<file path="src/rtl/mtfzr_pkg.sv">
package mtfzr_pkg;

  localparam int ALPHABET_DEF   = 256;
  localparam int COUNT_BITS_DEF = 16;

  localparam int BYTE_W     = 8;
  localparam int SYM_W      = 9;
  localparam int CNT_W      = 16;
  localparam int BASE_W     = 17;
  localparam int MAP_W      = 64;
  localparam int MAP_WORDS  = 4;
  localparam int CFG_IDX_W  = 3;
  localparam int CFG_DATA_W = 64;

  // configuration register indexes
  localparam logic [CFG_IDX_W-1:0] CFG_USAGE_MAP_0 = 3'd0;
  localparam logic [CFG_IDX_W-1:0] CFG_USAGE_MAP_1 = 3'd1;
  localparam logic [CFG_IDX_W-1:0] CFG_USAGE_MAP_2 = 3'd2;
  localparam logic [CFG_IDX_W-1:0] CFG_USAGE_MAP_3 = 3'd3;

  // commands from the controller to every cell of the list
  typedef struct packed {
    logic              clear;     // zero every entry
    logic              shift_in;  // push new_byte in at the front, all entries move back
    logic [BYTE_W-1:0] new_byte;
    logic              swap;      // swap the entry pair selected by the pointer
  } cell_ctl_t;

endpackage

</file>
<file path="src/rtl/mtfzr_cell.sv">
module mtfzr_cell #(
  parameter int INDEX = 0,
  parameter int PTR_W = 8
) (
  input  logic                      clk,
  input  logic                      rst_n,
  input  mtfzr_pkg::cell_ctl_t      ctl,
  input  logic [PTR_W-1:0]          ptr,
  input  logic [mtfzr_pkg::BYTE_W-1:0] left_val,
  input  logic [mtfzr_pkg::BYTE_W-1:0] right_val,
  output logic [mtfzr_pkg::BYTE_W-1:0] val
);
  import mtfzr_pkg::*;

  logic [BYTE_W-1:0] val_r;
  logic [BYTE_W-1:0] val_nxt;
  logic              swap_here;
  logic              swap_prev;

  // pointer p swaps entries p and p+1
  assign swap_here = ctl.swap && (ptr == PTR_W'(INDEX));
  assign swap_prev = ctl.swap && (INDEX != 0) && (ptr == PTR_W'(INDEX - 1));

  always_comb begin
    val_nxt = val_r;
    if (ctl.clear) begin
      val_nxt = '0;
    end else if (ctl.shift_in) begin
      val_nxt = left_val;
    end else if (swap_here) begin
      val_nxt = right_val;
    end else if (swap_prev) begin
      val_nxt = left_val;
    end
  end

  always_ff @(posedge clk) begin
    if (!rst_n) begin
      val_r <= BYTE_W'(INDEX);
    end else begin
      val_r <= val_nxt;
    end
  end

  assign val = val_r;

endmodule

</file>
<file path="config.mk">
export PLATFORM = sky130hd
export DESIGN_NAME = mtfzr_cell
export DESIGN_NICKNAME = d
export VERILOG_FILES = /design/src/rtl/mtfzr_pkg.sv /design/src/rtl/mtfzr_cell.sv
export SDC_FILE = /design/constraint.sdc
export NUM_CORES = 1
export LEC_CHECK = 0
export ABC_CLOCK_PERIOD_IN_PS = 1100
export BUFFER_PORTS_ARGS = -buffer_cell sky130_fd_sc_hd__buf_2
export CORE_MARGIN = 4
export CORE_UTILIZATION = 33
export DETAILED_ROUTE_END_ITERATION = 8
export PLACE_DENSITY = 0.84
export SLEW_MARGIN = 20
export SYNTH_ARGS = -nofsm -noshare
export SYNTH_HDL_FRONTEND = slang
export SYNTH_SLANG_ARGS = --single-unit
export TNS_END_PERCENT = 10
</file>
<file path="constraint.sdc">
create_clock -name clk -period 1.1 [get_ports clk]
set_input_delay 0.11 -clock clk [delete_from_list [all_inputs] [get_ports clk]]
set_output_delay 0.11 -clock clk [all_outputs]
set_load 0.01 [all_outputs]
</file>
==> results.md, run 1 <==
* Rows at 12
* Number of routed nets with antenna violations at 0
* Maximum VDD drop at 0.390 mV
* CTS max path bufs at 2
* Gr usage total at 12.5%
* I/O pin cnt at 45
* Flop pwr share at 44.2%
* Drt wl/cell at 13.2 um
* Post-Syn Nets at 77
* First-pass GRT wire length at 1860 um
* Die Height at 44.5 um
* CTS hold repair buffers at 0
* Vias in the first global route at 450
* Number of antenna diodes at 0
* Total negative slack at 0 ns
* YS warnings at 0
* Via density at 5.40
* Full die area at 1980 um^2
* Seq/Total Area, Yosys at 36.5%
* First drt pass iteration count at 5
* Dpl ws at -0.0496 ns
* Worst rel slew slack at 74.6%
* Worst path bufs/invs at 2
* P per Cell Area at 1020 nW/um^2
* Sequential Area at 160 um^2
* Most frequent cells in the layout: 36 x buf_2, 8 x mux2i_1, 8 x a311oi_1, 8 x a211oi_1, 8 x dfxtp_1
* Max_cap viols at 0
* Largest register FFs at 8
* Multi-input logic area at 265 um^2
* Pin count of the biggest net entering global routing at 18
* Reg2Reg Depth at 2
* Initial antenna violation count at 0
* Total gr overflow at 0
* Mapped cell area at 439 um^2
* Routed WL at 1250 um
* DRT iter0 DRCs at 9
* Startpoint types: input port
* CP delay by family, top: compound AO/OA/AOI/OAI gates
* Cell count after synthesis at 40
* CP max FO at 3
* Worst Hold Path Cells at 3
* Chip width at 44.5 um
* Post-CTS Setup Bufs at 0
* RSZ-0062 raised after global routing: false
* Layout area overhead at 55.6%
* Slowest stage delay, CP at 0.31 ns
* CTS H-tree lvls at 1
* Flops & latches, synth at 8
* Fin crit share at 79.2%
* CTS Sinks at 8
* Reg clk slew, reported paths at 0.06 ns
* Power share of the clock group at 32.9%
* DPL Wire Length at 1010 um
* DR DRC count at 0
* Clk_lat worst skew at 0.25 ns
* CP Depth at 5
* Final min period at 0.871 ns
* Setup ws final at 0.229 ns
* Root buffer cell: clkbuf_4
* Sw frac at 26.6%
* Clk_skew at 0 ns
* Tightest Pin Transition at 0.380 ns
* Hold Path Class: in2reg
* Slowest CP cell: nor4b_4
* Fillers at 110
* CP Capture Type: flop
* Share of layout cells above drive strength 1 at 59.3%
* Initial Util at 37.0%
* Status: finished, final reports clean
* FMAX at 1.15 GHz
* Final Power at 0.700 mW
* Distinct cell type count after synthesis at 12
* Syn avg cell area at 11.0 um^2
* Placed Instance Area at 661 um^2
* CTS tree: built
* Num CTS Buffers at 3
* PortBufs at 36
* Final Max Slew Viols at 0
* Critical Path RT at 1.26 ns
* Design Area, Final at 683 um^2
* Vias at 513
* Commonest non-fill, non-tap cell in the layout: buf_2
* Final net count at 120
* Post_cts resized at 0
* Crit-path cells: buf_2 > nor4b_4 > buf_4 > a311oi_1 > a211oi_1
* Worst Path Arrival at 1.03 ns
* Static Leak at 0.336 nW
* Internal power component at 0.514 mW
* Hold Fails Final Rpt at 0
* Placer Congestion at 0.719
* Core area at 1190 um^2
* # setup viols final at 0
* Comb power frac at 22.9%
* Critical path type: in2reg
* Sw power at 0.186 mW
==> path summary, 6_finish.rpt <==
kind	slack [ns]	to	startpoint
max	0.23	val[6]	ptr[4]
min	0.20	val[7]	right_val[7]
max reg2reg	0.35	val[0]	val[0]
min reg2reg	0.60	val[4]	val[4]
==> cell type report <==
class / count / area share, %
flip-flops and latches: 8 / 23.4
clock buffers: 3 / 3.30
well taps: 14 / 2.56
repair buffers: 41 / 31.9
multi-input cells: 29 / 38.8
==> worst reg2reg max path, delay by kind of cell, from the launching register on <==
kind | cells | cell delay (ns)
AO/OA/AOI/OAI | 2 | 0.32
flip-flops | 1 | 0.31
==> cells in the mapped netlist, drive strengths merged <==
cell type,instances,share of area [%]
buf,2,2.0
nor3,1,2.3
nand2b,1,1.4
clkbuf,1,1.1
a31o,1,2.0
dfxtp,8,36
nor2,1,1.4
mux2i,8,18
nor4b,1,5.4
a311oi,8,16
a211oi,8,14
==> power groups by stage <==
stage	Sequential, mW	Combinational, mW	Clock [mW]
2_1_floorplan	0.322	0.0714	0
3_3_place_gp	0.315	0.156	0
3_5_place_dp	0.316	0.160	0
4_1_cts	0.310	0.161	0.235
5_1_grt	0.311	0.176	0.251
6_report	0.310	0.160	0.230
==> per-stage QoR <==
step,util [%],hold WS (ns),cells
after floorplan,-,0.348,40
after global placement,55.7,0.467,92
after detailed placement,55.7,0.471,92
after CTS,57.6,0.201,95
after global routing,57.6,0.212,95
final,57.6,0.198,95
==> per-layer routing <==
layer	GRT usage (%)	up-vias	wire length (um)
li1	-	256	-
met1	14.6	232	504
met2	20.1	25	634
met3	2.85	0	112
met4	8.43	0	0
met5	0	-	0
==> kinds of logic (layout without fill, tap and decap cells) <==
group | after synthesis | in the layout | share of synthesized area, %
compound gates | 17 | 17 | 31.6
flops | 8 | 8 | 36.5
simple gates | 4 | 4 | 10.5
mux | 8 | 8 | 18.2
buf+inv | 3 | 44 | 3.13
No activity file was read; power rests on OpenSTA's default activity.
==> inputs of run 2 (changes only) <==
--- a/config.mk
+++ b/config.mk
@@ -5,7 +5,7 @@
 export SDC_FILE = /design/constraint.sdc
 export NUM_CORES = 1
 export LEC_CHECK = 0
-export ABC_CLOCK_PERIOD_IN_PS = 1100
+export ABC_CLOCK_PERIOD_IN_PS = 850
 export BUFFER_PORTS_ARGS = -buffer_cell sky130_fd_sc_hd__buf_2
 export CORE_MARGIN = 4
 export CORE_UTILIZATION = 33
==> constraint.sdc (replaced) <==
create_clock -name clk -period 0.85 [get_ports clk]
set_input_delay 0.085 -clock clk [delete_from_list [all_inputs] [get_ports clk]]
set_output_delay 0.085 -clock clk [all_outputs]
set_load 0.01 [all_outputs]
==> run 2 against run 1 <==
Critical path depth stayed put. Power is 30% higher. Register-to-register slack got worse by 0.25 ns. Combinational power up 47%. Routed wire length increased by 7.3%. Clock power increased by 20%. Clock skew stayed put. Setup slack worse by 0.22 ns. Largest power group unchanged. Non-clock buffer count up 1. Highest routed layer is now met4. Cell count increased by 1.1%. Global-route usage is 1.4 points higher. Sequential power is 30% higher.
==> results.md, run 2 (same netlist as run 1, synthesis figures left out) <==
* CTS max path bufs at 2
* Worst path bufs/invs at 2
* DR DRC count at 0
* Slowest CP cell: nor4b_4
* Vias in the first global route at 451
* Dpl ws at -0.257 ns
* Gr usage total at 13.9%
* Tightest Pin Transition at 0.420 ns
* # setup viols final at 0
* Maximum VDD drop at 0.809 mV
* Number of routed nets with antenna violations at 0
* Status: finished, final reports clean
* Vias at 502
* First drt pass iteration count at 4
* CTS Sinks at 8
* PortBufs at 36
* Largest register FFs at 8
* Core area at 1190 um^2
* Final Power at 0.913 mW
* R2R Path Start: val[4]
* Routed WL at 1340 um
* Worst Hold Slack at 0.178 ns
* Total negative slack at 0 ns
* Final net count at 121
* Max_cap viols at 0
* Most Frequent Cell on Critical Path: buf_6
* Startpoint types: input port
* Critical Path RT at 0.97 ns
* Crit-path cells: buf_6 > nor4b_4 > buf_6 > a31o_4 > a211oi_1
* Placed Instances at 92
* Placed Instance Area at 669 um^2
* Finished Layout Cells at 96
* Via density at 5.23
* Final Max Slew Viols at 0
* Clk_lat worst skew at 0.24 ns
* Most frequent cells in the layout: 34 x buf_2, 8 x mux2i_1, 8 x dfxtp_1
* Num CTS Buffers at 3
* First-pass GRT wire length at 1950 um
* Post-CTS Setup Bufs at 0
* Number of antenna diodes at 0
* Critical path type: in2reg
* Layout area overhead at 68.1%
* Clk_skew at 0 ns
* Rows at 12
* RSZ-0062 raised after global routing: true
* Final min period at 0.841 ns
* DPL Wire Length at 1030 um
* Fin crit share at 99.0%
* Initial Util at 37.0%
* CP max FO at 8
* Static Leak at 0.351 nW
* Drt wl/cell at 14.0 um
* Layout Utilization at 62.2%
* FMAX at 1.19 GHz
* Root buffer cell: clkbuf_4
* Die Height at 44.5 um
* Worst rel slew slack at 72.0%
* Slowest stage delay, CP at 0.32 ns
* I/O pin cnt at 45
* Hold Path Class: in2reg
* Full die area at 1980 um^2
* Reg2Reg Setup Slack at 0.10 ns
* Pin count of the biggest net entering global routing at 18
* Total gr overflow at 0
* Critical path launch point: ptr[4]
* Design Area, Final at 738 um^2
* CP Capture Type: flop
* Placer Congestion at 0.781
* Hold_sp: right_val[1]
* Reg clk slew, reported paths at 0.05 ns
* Hold Fails Final Rpt at 0
* P per Cell Area at 1240 nW/um^2
* CP delay by family, top: simple AND/OR/NAND/NOR gates
* CTS tree: built
* Initial antenna violation count at 0
* CTS hold repair buffers at 0
* Share of layout cells above drive strength 1 at 64.6%
* DRT iter0 DRCs at 22
* Chip width at 44.5 um
* Commonest non-fill, non-tap cell in the layout: buf_2
* Worst Path Arrival at 0.96 ns
* CTS H-tree lvls at 1
* Setup ws final at 0.00886 ns
* Fillers at 102
run 2: cell count changes in the layout (fill, tap and decap cells not counted):
cell and change:
a211oi_1 -2, a31o_2 -1, a311oi_2 +2, a211oi_2 +2, buf_2 -2, buf_6 +3
a31o_4 +1, a311oi_1 -2
run 2: final cells by class:
cell class	instances	area [um^2]	area share [%]
tap	14	17.5	2.37
multi-input combinational	29	297	40.2
timing repair buffer	42	241	32.7
sequential	8	160	21.7
clock buffer	3	22.5	3.05
run 2: worst register-to-register path: cells and delay by family, from the launching register on:
kind,cells,cell delay [ns]
DFF,1,0.32
AOI/OAI and AO/OA,2,0.31
run 2: power by group:
group | leakage (nW) | total [mW] | internal [mW] | switching, mW
clock | 0.0138 | 0.276 | 0.161 | 0.115
combinational | 0.271 | 0.235 | 0.128 | 0.108
sequential | 0.0655 | 0.402 | 0.393 | 0.00870
run 2: path summary, 6_finish.rpt:
kind	end	cells after the start
max	val[2]	5
min	val[1]	3
max reg2reg	val[4]	2
min reg2reg	val[5]	2
run 2: layer usage:
layer  wire (um)  GRT usage, %  vias to the layer above
met5           0             0                        -
met4          26          10.8                        0
met3         164          6.10                        4
met2         634          20.1                       28
met1         517          15.8                      212
li1            -             -                      258
run 2: what timing repair did:
item                       in CTS  in global routing
pin swaps                       0                 10
resized for setup               1                  9
gates cloned                    0                  1
setup endpoints to repair       1                  8
hold endpoints to repair        0                  0
