File: src/rtl/mtfzr_pkg.sv
package mtfzr_pkg;

  localparam int ALPHABET_DEF   = 256;
  localparam int COUNT_BITS_DEF = 16;

  localparam int BYTE_W     = 8;
  localparam int SYM_W      = 9;
  localparam int CNT_W      = 16;
  localparam int BASE_W     = 17;
  localparam int MAP_W      = 64;
  localparam int MAP_WORDS  = 4;
  localparam int CFG_IDX_W  = 3;
  localparam int CFG_DATA_W = 64;

  // configuration register indexes
  localparam logic [CFG_IDX_W-1:0] CFG_USAGE_MAP_0 = 3'd0;
  localparam logic [CFG_IDX_W-1:0] CFG_USAGE_MAP_1 = 3'd1;
  localparam logic [CFG_IDX_W-1:0] CFG_USAGE_MAP_2 = 3'd2;
  localparam logic [CFG_IDX_W-1:0] CFG_USAGE_MAP_3 = 3'd3;

  // commands from the controller to every cell of the list
  typedef struct packed {
    logic              clear;     // zero every entry
    logic              shift_in;  // push new_byte in at the front, all entries move back
    logic [BYTE_W-1:0] new_byte;
    logic              swap;      // swap the entry pair selected by the pointer
  } cell_ctl_t;

endpackage

File: src/rtl/mtfzr_ctrl.sv
module mtfzr_ctrl #(
  parameter int ALPHABET   = 256,
  parameter int COUNT_BITS = 16,
  parameter int PTR_W      = 8
) (
  input  logic                          clk,
  input  logic                          rst_n,
  input  logic                          in_valid,
  output logic                          in_ready,
  input  logic                          in_start_block,
  input  logic [mtfzr_pkg::SYM_W-1:0]   in_symbol,
  output logic                          out_valid,
  input  logic                          out_ready,
  output logic [mtfzr_pkg::BYTE_W-1:0]  out_byte,
  output logic [mtfzr_pkg::CNT_W-1:0]   out_repeat_count,
  output logic                          out_bad_symbol,
  output logic                          out_run_overflow,
  input  logic                          cfg_valid,
  output logic                          cfg_ready,
  input  logic [mtfzr_pkg::CFG_IDX_W-1:0]  cfg_index,
  input  logic [mtfzr_pkg::CFG_DATA_W-1:0] cfg_data,
  input  logic [mtfzr_pkg::BYTE_W-1:0]  front_val,
  output mtfzr_pkg::cell_ctl_t          ctl,
  output logic [PTR_W-1:0]              ptr
);
  import mtfzr_pkg::*;

  localparam int ASZ_W = $clog2(ALPHABET + 1);
  localparam int CNT_MAX_I = (COUNT_BITS >= 16) ? 65535 : ((1 << COUNT_BITS) - 1);
  localparam logic [BASE_W:0]   CNT_MAX  = (BASE_W + 1)'(CNT_MAX_I);
  localparam logic [BASE_W-1:0] BASE_SAT = '1;
  localparam logic [BASE_W-1:0] BASE_ONE = BASE_W'(1);

  typedef enum logic [1:0] {
    ST_IDLE,
    ST_SWAP,
    ST_FIN,
    ST_BUILD
  } state_t;

  state_t             state_r, state_nxt;
  logic [MAP_W-1:0]   umap_r [MAP_WORDS];
  logic [MAP_W-1:0]   umap_nxt [MAP_WORDS];
  logic [ALPHABET-1:0] map_sh_r, map_sh_nxt;
  logic [PTR_W-1:0]   ptr_r, ptr_nxt;
  logic [BASE_W-1:0]  base_r, base_nxt;
  logic [ASZ_W-1:0]   asz_r, asz_nxt;
  logic               out_valid_r, out_valid_nxt;
  logic [BYTE_W-1:0]  out_byte_r, out_byte_nxt;
  logic [CNT_W-1:0]   out_cnt_r, out_cnt_nxt;
  logic               out_bad_r, out_bad_nxt;
  logic               out_ovf_r, out_ovf_nxt;

  logic               slot_free;
  logic               in_fire;
  logic [SYM_W-1:0]   idx;
  logic               idx_bad;
  logic [BASE_W:0]    run_cnt;
  logic               run_ovf;
  logic [MAP_WORDS*MAP_W-1:0] map_all;

  assign slot_free = !out_valid_r || out_ready;
  assign in_ready  = (state_r == ST_IDLE) && slot_free;
  assign in_fire   = in_valid && in_ready;
  assign cfg_ready = 1'b1;

  assign idx     = in_symbol - SYM_W'(1);
  assign idx_bad = ({{(SYM_W + 1 - ASZ_W){1'b0}}, asz_r} <= {1'b0, idx});
  assign run_cnt = {1'b0, base_r} << in_symbol[0];
  assign run_ovf = (base_r == BASE_SAT) || (run_cnt > CNT_MAX);
  assign map_all = {umap_r[3], umap_r[2], umap_r[1], umap_r[0]};

  // cell commands
  assign ctl.clear    = in_fire && in_start_block;
  assign ctl.shift_in = (state_r == ST_BUILD) && map_sh_r[ALPHABET-1];
  assign ctl.new_byte = BYTE_W'(ptr_r);
  assign ctl.swap     = (state_r == ST_SWAP);
  assign ptr          = ptr_r;

  always_comb begin
    state_nxt     = state_r;
    umap_nxt      = umap_r;
    map_sh_nxt    = map_sh_r;
    ptr_nxt       = ptr_r;
    base_nxt      = base_r;
    asz_nxt       = asz_r;
    out_valid_nxt = out_valid_r && !out_ready;
    out_byte_nxt  = out_byte_r;
    out_cnt_nxt   = out_cnt_r;
    out_bad_nxt   = out_bad_r;
    out_ovf_nxt   = out_ovf_r;

    if (cfg_valid) begin
      case (cfg_index)
        CFG_USAGE_MAP_0: umap_nxt[0] = cfg_data;
        CFG_USAGE_MAP_1: umap_nxt[1] = cfg_data;
        CFG_USAGE_MAP_2: umap_nxt[2] = cfg_data;
        CFG_USAGE_MAP_3: umap_nxt[3] = cfg_data;
        default: ;
      endcase
    end

    case (state_r)
      ST_IDLE: begin
        if (in_fire) begin
          if (in_start_block) begin
            map_sh_nxt = map_all[ALPHABET-1:0];
            ptr_nxt    = PTR_W'(ALPHABET - 1);
            asz_nxt    = '0;
            base_nxt   = BASE_ONE;
            state_nxt  = ST_BUILD;
          end else if (in_symbol < SYM_W'(2)) begin
            out_valid_nxt = 1'b1;
            out_byte_nxt  = '0;
            out_cnt_nxt   = '0;
            out_bad_nxt   = 1'b0;
            out_ovf_nxt   = 1'b0;
            if (asz_r == '0) begin
              out_bad_nxt = 1'b1;
            end else begin
              out_byte_nxt = front_val;
              out_ovf_nxt  = run_ovf;
              out_cnt_nxt  = run_ovf ? CNT_MAX[CNT_W-1:0] : run_cnt[CNT_W-1:0];
            end
            if (base_r[BASE_W-1]) begin
              base_nxt = BASE_SAT;
            end else begin
              base_nxt = {base_r[BASE_W-2:0], 1'b0};
            end
          end else begin
            base_nxt = BASE_ONE;
            if (idx_bad) begin
              out_valid_nxt = 1'b1;
              out_byte_nxt  = '0;
              out_cnt_nxt   = '0;
              out_bad_nxt   = 1'b1;
              out_ovf_nxt   = 1'b0;
            end else begin
              ptr_nxt   = PTR_W'(idx - SYM_W'(1));
              state_nxt = ST_SWAP;
            end
          end
        end
      end
      ST_SWAP: begin
        if (ptr_r == '0) begin
          state_nxt = ST_FIN;
        end else begin
          ptr_nxt = ptr_r - PTR_W'(1);
        end
      end
      ST_FIN: begin
        if (slot_free) begin
          out_valid_nxt = 1'b1;
          out_byte_nxt  = front_val;
          out_cnt_nxt   = CNT_W'(1);
          out_bad_nxt   = 1'b0;
          out_ovf_nxt   = 1'b0;
          state_nxt     = ST_IDLE;
        end
      end
      ST_BUILD: begin
        // byte values scanned from the top down, used ones pushed in at the front
        if (map_sh_r[ALPHABET-1]) begin
          asz_nxt = asz_r + ASZ_W'(1);
        end
        map_sh_nxt = map_sh_r << 1;
        if (ptr_r == '0) begin
          state_nxt = ST_IDLE;
        end else begin
          ptr_nxt = ptr_r - PTR_W'(1);
        end
      end
      default: state_nxt = ST_IDLE;
    endcase
  end

  always_ff @(posedge clk) begin
    if (!rst_n) begin
      state_r     <= ST_IDLE;
      umap_r      <= '{default: '1};
      ptr_r       <= '0;
      base_r      <= BASE_ONE;
      asz_r       <= ASZ_W'(ALPHABET);
      out_valid_r <= 1'b0;
    end else begin
      state_r     <= state_nxt;
      umap_r      <= umap_nxt;
      ptr_r       <= ptr_nxt;
      base_r      <= base_nxt;
      asz_r       <= asz_nxt;
      out_valid_r <= out_valid_nxt;
    end
    map_sh_r   <= map_sh_nxt;
    out_byte_r <= out_byte_nxt;
    out_cnt_r  <= out_cnt_nxt;
    out_bad_r  <= out_bad_nxt;
    out_ovf_r  <= out_ovf_nxt;
  end

  assign out_valid        = out_valid_r;
  assign out_byte         = out_byte_r;
  assign out_repeat_count = out_cnt_r;
  assign out_bad_symbol   = out_bad_r;
  assign out_run_overflow = out_ovf_r;

  a_busy_blocks_input: assert property (@(posedge clk) disable iff (!rst_n)
    (state_r != ST_IDLE) |-> !in_ready)
    else $error("input taken while list is busy");

  a_base_nonzero: assert property (@(posedge clk) disable iff (!rst_n)
    base_r != '0)
    else $error("run base reached zero");

  a_alphabet_bound: assert property (@(posedge clk) disable iff (!rst_n)
    asz_r <= ASZ_W'(ALPHABET))
    else $error("alphabet size beyond cell count");

  a_swap_continues: assert property (@(posedge clk) disable iff (!rst_n)
    (state_r == ST_SWAP && ptr_r != '0) |=> (state_r == ST_SWAP && ptr_r == $past(ptr_r) - PTR_W'(1)))
    else $error("swap pass cut short");

  a_bad_clean: assert property (@(posedge clk) disable iff (!rst_n)
    (out_valid_r && out_bad_r) |-> (out_cnt_r == '0 && !out_ovf_r && out_byte_r == '0))
    else $error("bad symbol result carries data");

endmodule

File: config.mk
export PLATFORM = sky130hd
export DESIGN_NAME = mtfzr_ctrl
export DESIGN_NICKNAME = d
export VERILOG_FILES = /design/src/rtl/mtfzr_pkg.sv /design/src/rtl/mtfzr_ctrl.sv
export SDC_FILE = /design/constraint.sdc
export NUM_CORES = 1
export LEC_CHECK = 0
export BUFFER_PORTS_ARGS = -buffer_cell sky130_fd_sc_hd__buf_4
export CORE_MARGIN = 2
export CORE_UTILIZATION = 50
export DETAILED_ROUTE_END_ITERATION = 12
export PLACE_DENSITY = 0.72
export SYNTH_ARGS = -nofsm -noshare
export SYNTH_HDL_FRONTEND = slang
export SYNTH_SLANG_ARGS = --single-unit
File: constraint.sdc
create_clock -name clk -period 20.3 [get_ports clk]
set_clock_uncertainty 0.2 [all_clocks]
set_input_delay 1.015 -clock clk [delete_from_list [all_inputs] [get_ports clk]]
set_output_delay 1.015 -clock clk [all_outputs]
set_load 0.05 [all_outputs]
==> run metrics <==
core footprint=45400 um2; CP Launch Type=flip-flop; ranking of synthesized cells by area=edfxtp_1 37%, dfxtp_1 26%, mux2_2 13%; Worst path most repeated cell=buf_4; Seq pwr share=50.0%; CP bufs+invs=3; RSZ-0062 raised after global routing=no; largest net degree at the start of global routing=193; Comb pwr share=11.9%; Worst Hold Launch=map_all[140]$_SDFFE_PN1P_; Clk pwr share=38.1%; worst path cell trace=nand2_4, buf_4, buf_4, buf_4, mux2_2; switching pwr=0.675 mW; DRC=0; nets@finish=2248; Critical-path top delay cell=buf_4; routed wl met2=22.1 mm; Syn Area/Cell=11.0 um2; Hold Buf Count CTS=0; clk root buf=clkbuf_16; total internal power=2.00 mW; max cap viols=0; Rel. slew slack=26.1%; chip height=218 um; critical path launch point=state_r[0]$_SDFFE_PN0P_; Post-Place Cells=2688; Yosys top cell area share=36.9%; Gate Count Post-Synth=2081; FF-to-FF setup slack=15570 ps; Max Slew Vio Count=0; cell with the most instances after synthesis=nand2_1; Max Root-Sink Buffers=3; Reg clk slew, reported paths=60 ps; GRT Total Usage=19.8%; cell taking the most area after synthesis=edfxtp_1; first-pass GRT wire length=76.9 mm; router iterations before antenna repair=7; Power Total=2.67 mW; post-route met1 wirelength=21.2 mm; fmax=211 MHz; TNS Setup=0 ps; critical path fanouts, max=74; endpoints failing setup=0; EDFF count, synth=282; slowest cell delay on critical path=880 ps; drt wl/cell=16.8 um; DR top layer=met4; share of cells above drive strength 1=23.2%; total CTS buffers=56; Die W=218 um; number of global-route vias before repair=14.9k; WL met3=2.49 mm; critical path arrival=4870 ps; Resized cells post-CTS=0; Final min period=4730 ps; Die ar.=47600 um2; dpl hpwl=26.7 mm; Port-buffer cells=136; Initial Utilization=50.6%; CP top delay family=buffers and inverters; layout overhead on the synthesized area=13.9%; min-delay worst type=flip-flop to flip-flop; clock latency on the worst-skew pair=610 ps; final instance area=26100 um2; CP Data Required Time=20440 ps; Crit Path Category=flip-flop to flip-flop; worst slew pin tran=1110 ps; DR vias/cell=5.38; CTS sink cnt=575; leakage dissipation=9.67 nW; #FFs+latches synth=575; Critical Path Sink Type=flip-flop; Detailed Route WL=46.8 mm; Worst IR Drop VDD=0.0689 mV; commonest cells in the netlist=540 x nand2_1, 293 x dfxtp_1, 282 x edfxtp_1; PwrDens=102 nW/um2; status=finished, final reports clean; Top FF cell, synth=dfxtp_1; Post-CTS Setup Repair Bufs=0; library cells used by synthesis=55; Placed Area=24300 um2; GR Overflow Total=0; Placer Congestion=0.847; Via Count=15.0k; Final Hold Viols=0; post-synthesis async set-or-reset flop share=0%; Syn Nets=2183; worst r2r src=state_r[0]$_SDFFE_PN0P_; CTS tree=yes; Tcrit/Tclk final=23.3%; sequential area share after synthesis=62.5%; H-Tree Depth=2; DR iter-0 viols=1170; Cell Rows=78; # IOs=138; synth warn=0; Routed Antenna Nets=0; Finished Layout Cells=2794; initial antenna violation count=1; Switching Fraction=25.2%; Synth Cell Area=22900 um2
==> registers in the layout (all words and copies together) (netlist names) <==
name              count
state_r               2
map_sh_r            256
base_r               17
map_all             256
asz_r                 9
out_valid             1
out_bad_symbol        1
out_run_overflow      1
out_byte              8
out_repeat_count     16
ptr                   8
==> power by group through the flow <==
stage	clock network, mW	registers, mW	logic, mW
after CTS	1.04	1.34	0.320
after global placement	0	1.36	0.314
after global routing	1.09	1.34	0.346
after detailed placement	0	1.36	0.318
after floorplan	0	1.40	0.198
final	1.02	1.34	0.318
==> cell usage in the layout (no fill, tap or decap), types with 4 or more instances in the layout <==
cell,synthesis,routed
clkbuf_8,0,12
clkinv_1,1,8
a211oi_1,17,17
nand4_1,4,4
nor2_1,112,111
buf_4,9,147
or3_1,5,4
o21ai_0,10,10
ha_1,12,12
clkinv_2,0,6
nand3_1,263,262
dfxtp_1,293,293
xor2_1,11,11
nand2_1,540,537
nor3_1,6,5
mux2_2,255,255
inv_1,14,14
clkbuf_16,0,58
clkbuf_1,124,15
a21oi_1,31,31
xnor2_1,11,11
edfxtp_1,282,282
and3_1,5,4
nor2b_1,11,11
nor4_1,5,5
==> metrics by stage <==
stage               setup slack [ps]  utilization (%)  hold slack, ps
finish                         15570             57.6             262
global route                   15250             57.6             281
CTS                            15530             57.6             266
detailed placement             15440             53.6             249
global placement               15460             53.6             243
floorplan                      12290                -             232
==> cell type report <==
type,instances,area [um2]
antenna,1,2.50
clock buffer,84,1660
tap,600,751
fill,3739,19200
sequential,575,14300
timing repair buffer,149,1140
clock inverter,21,170
inverter,15,56.3
multi-input combinational,1349,8030
==> path summary, 6_finish.rpt <==
| kind | to | cells after the start |
|---|---|---|
| worst max-delay path | map_sh_r[148]$_DFFE_PP_ | 5 |
| worst min-delay path | map_all[140]$_SDFFE_PN1P_ | 2 |
| worst max register to register | map_sh_r[148]$_DFFE_PP_ | 5 |
| worst min register to register | map_all[140]$_SDFFE_PN1P_ | 2 |
==> metal layers <==
layer	GRT usage (%)	vias up
li1	-	7320
met1	27.2	7236
met2	32.6	396
met3	3.28	68
met4	5.49	0
met5	0	-
==> worst register-to-register path: stages (launching register included) <==
cell and delay, ps:
dfxtp_1 530, nand2_4 750, buf_4 900, buf_4 860, buf_4 800, mux2_2 440
==> cell families after synthesis <==
logic type	synth area share [%]
XOR/XNOR	0.960
buffers and inverters	2.75
adder cells (fa/ha/maj)	0.654
flip-flops	62.5
multiplexers	12.6
other	0.0163
AND/OR/NAND/NOR	17.9
AO/OA/AOI/OAI	2.59
No activity file was read; power rests on OpenSTA's default activity.
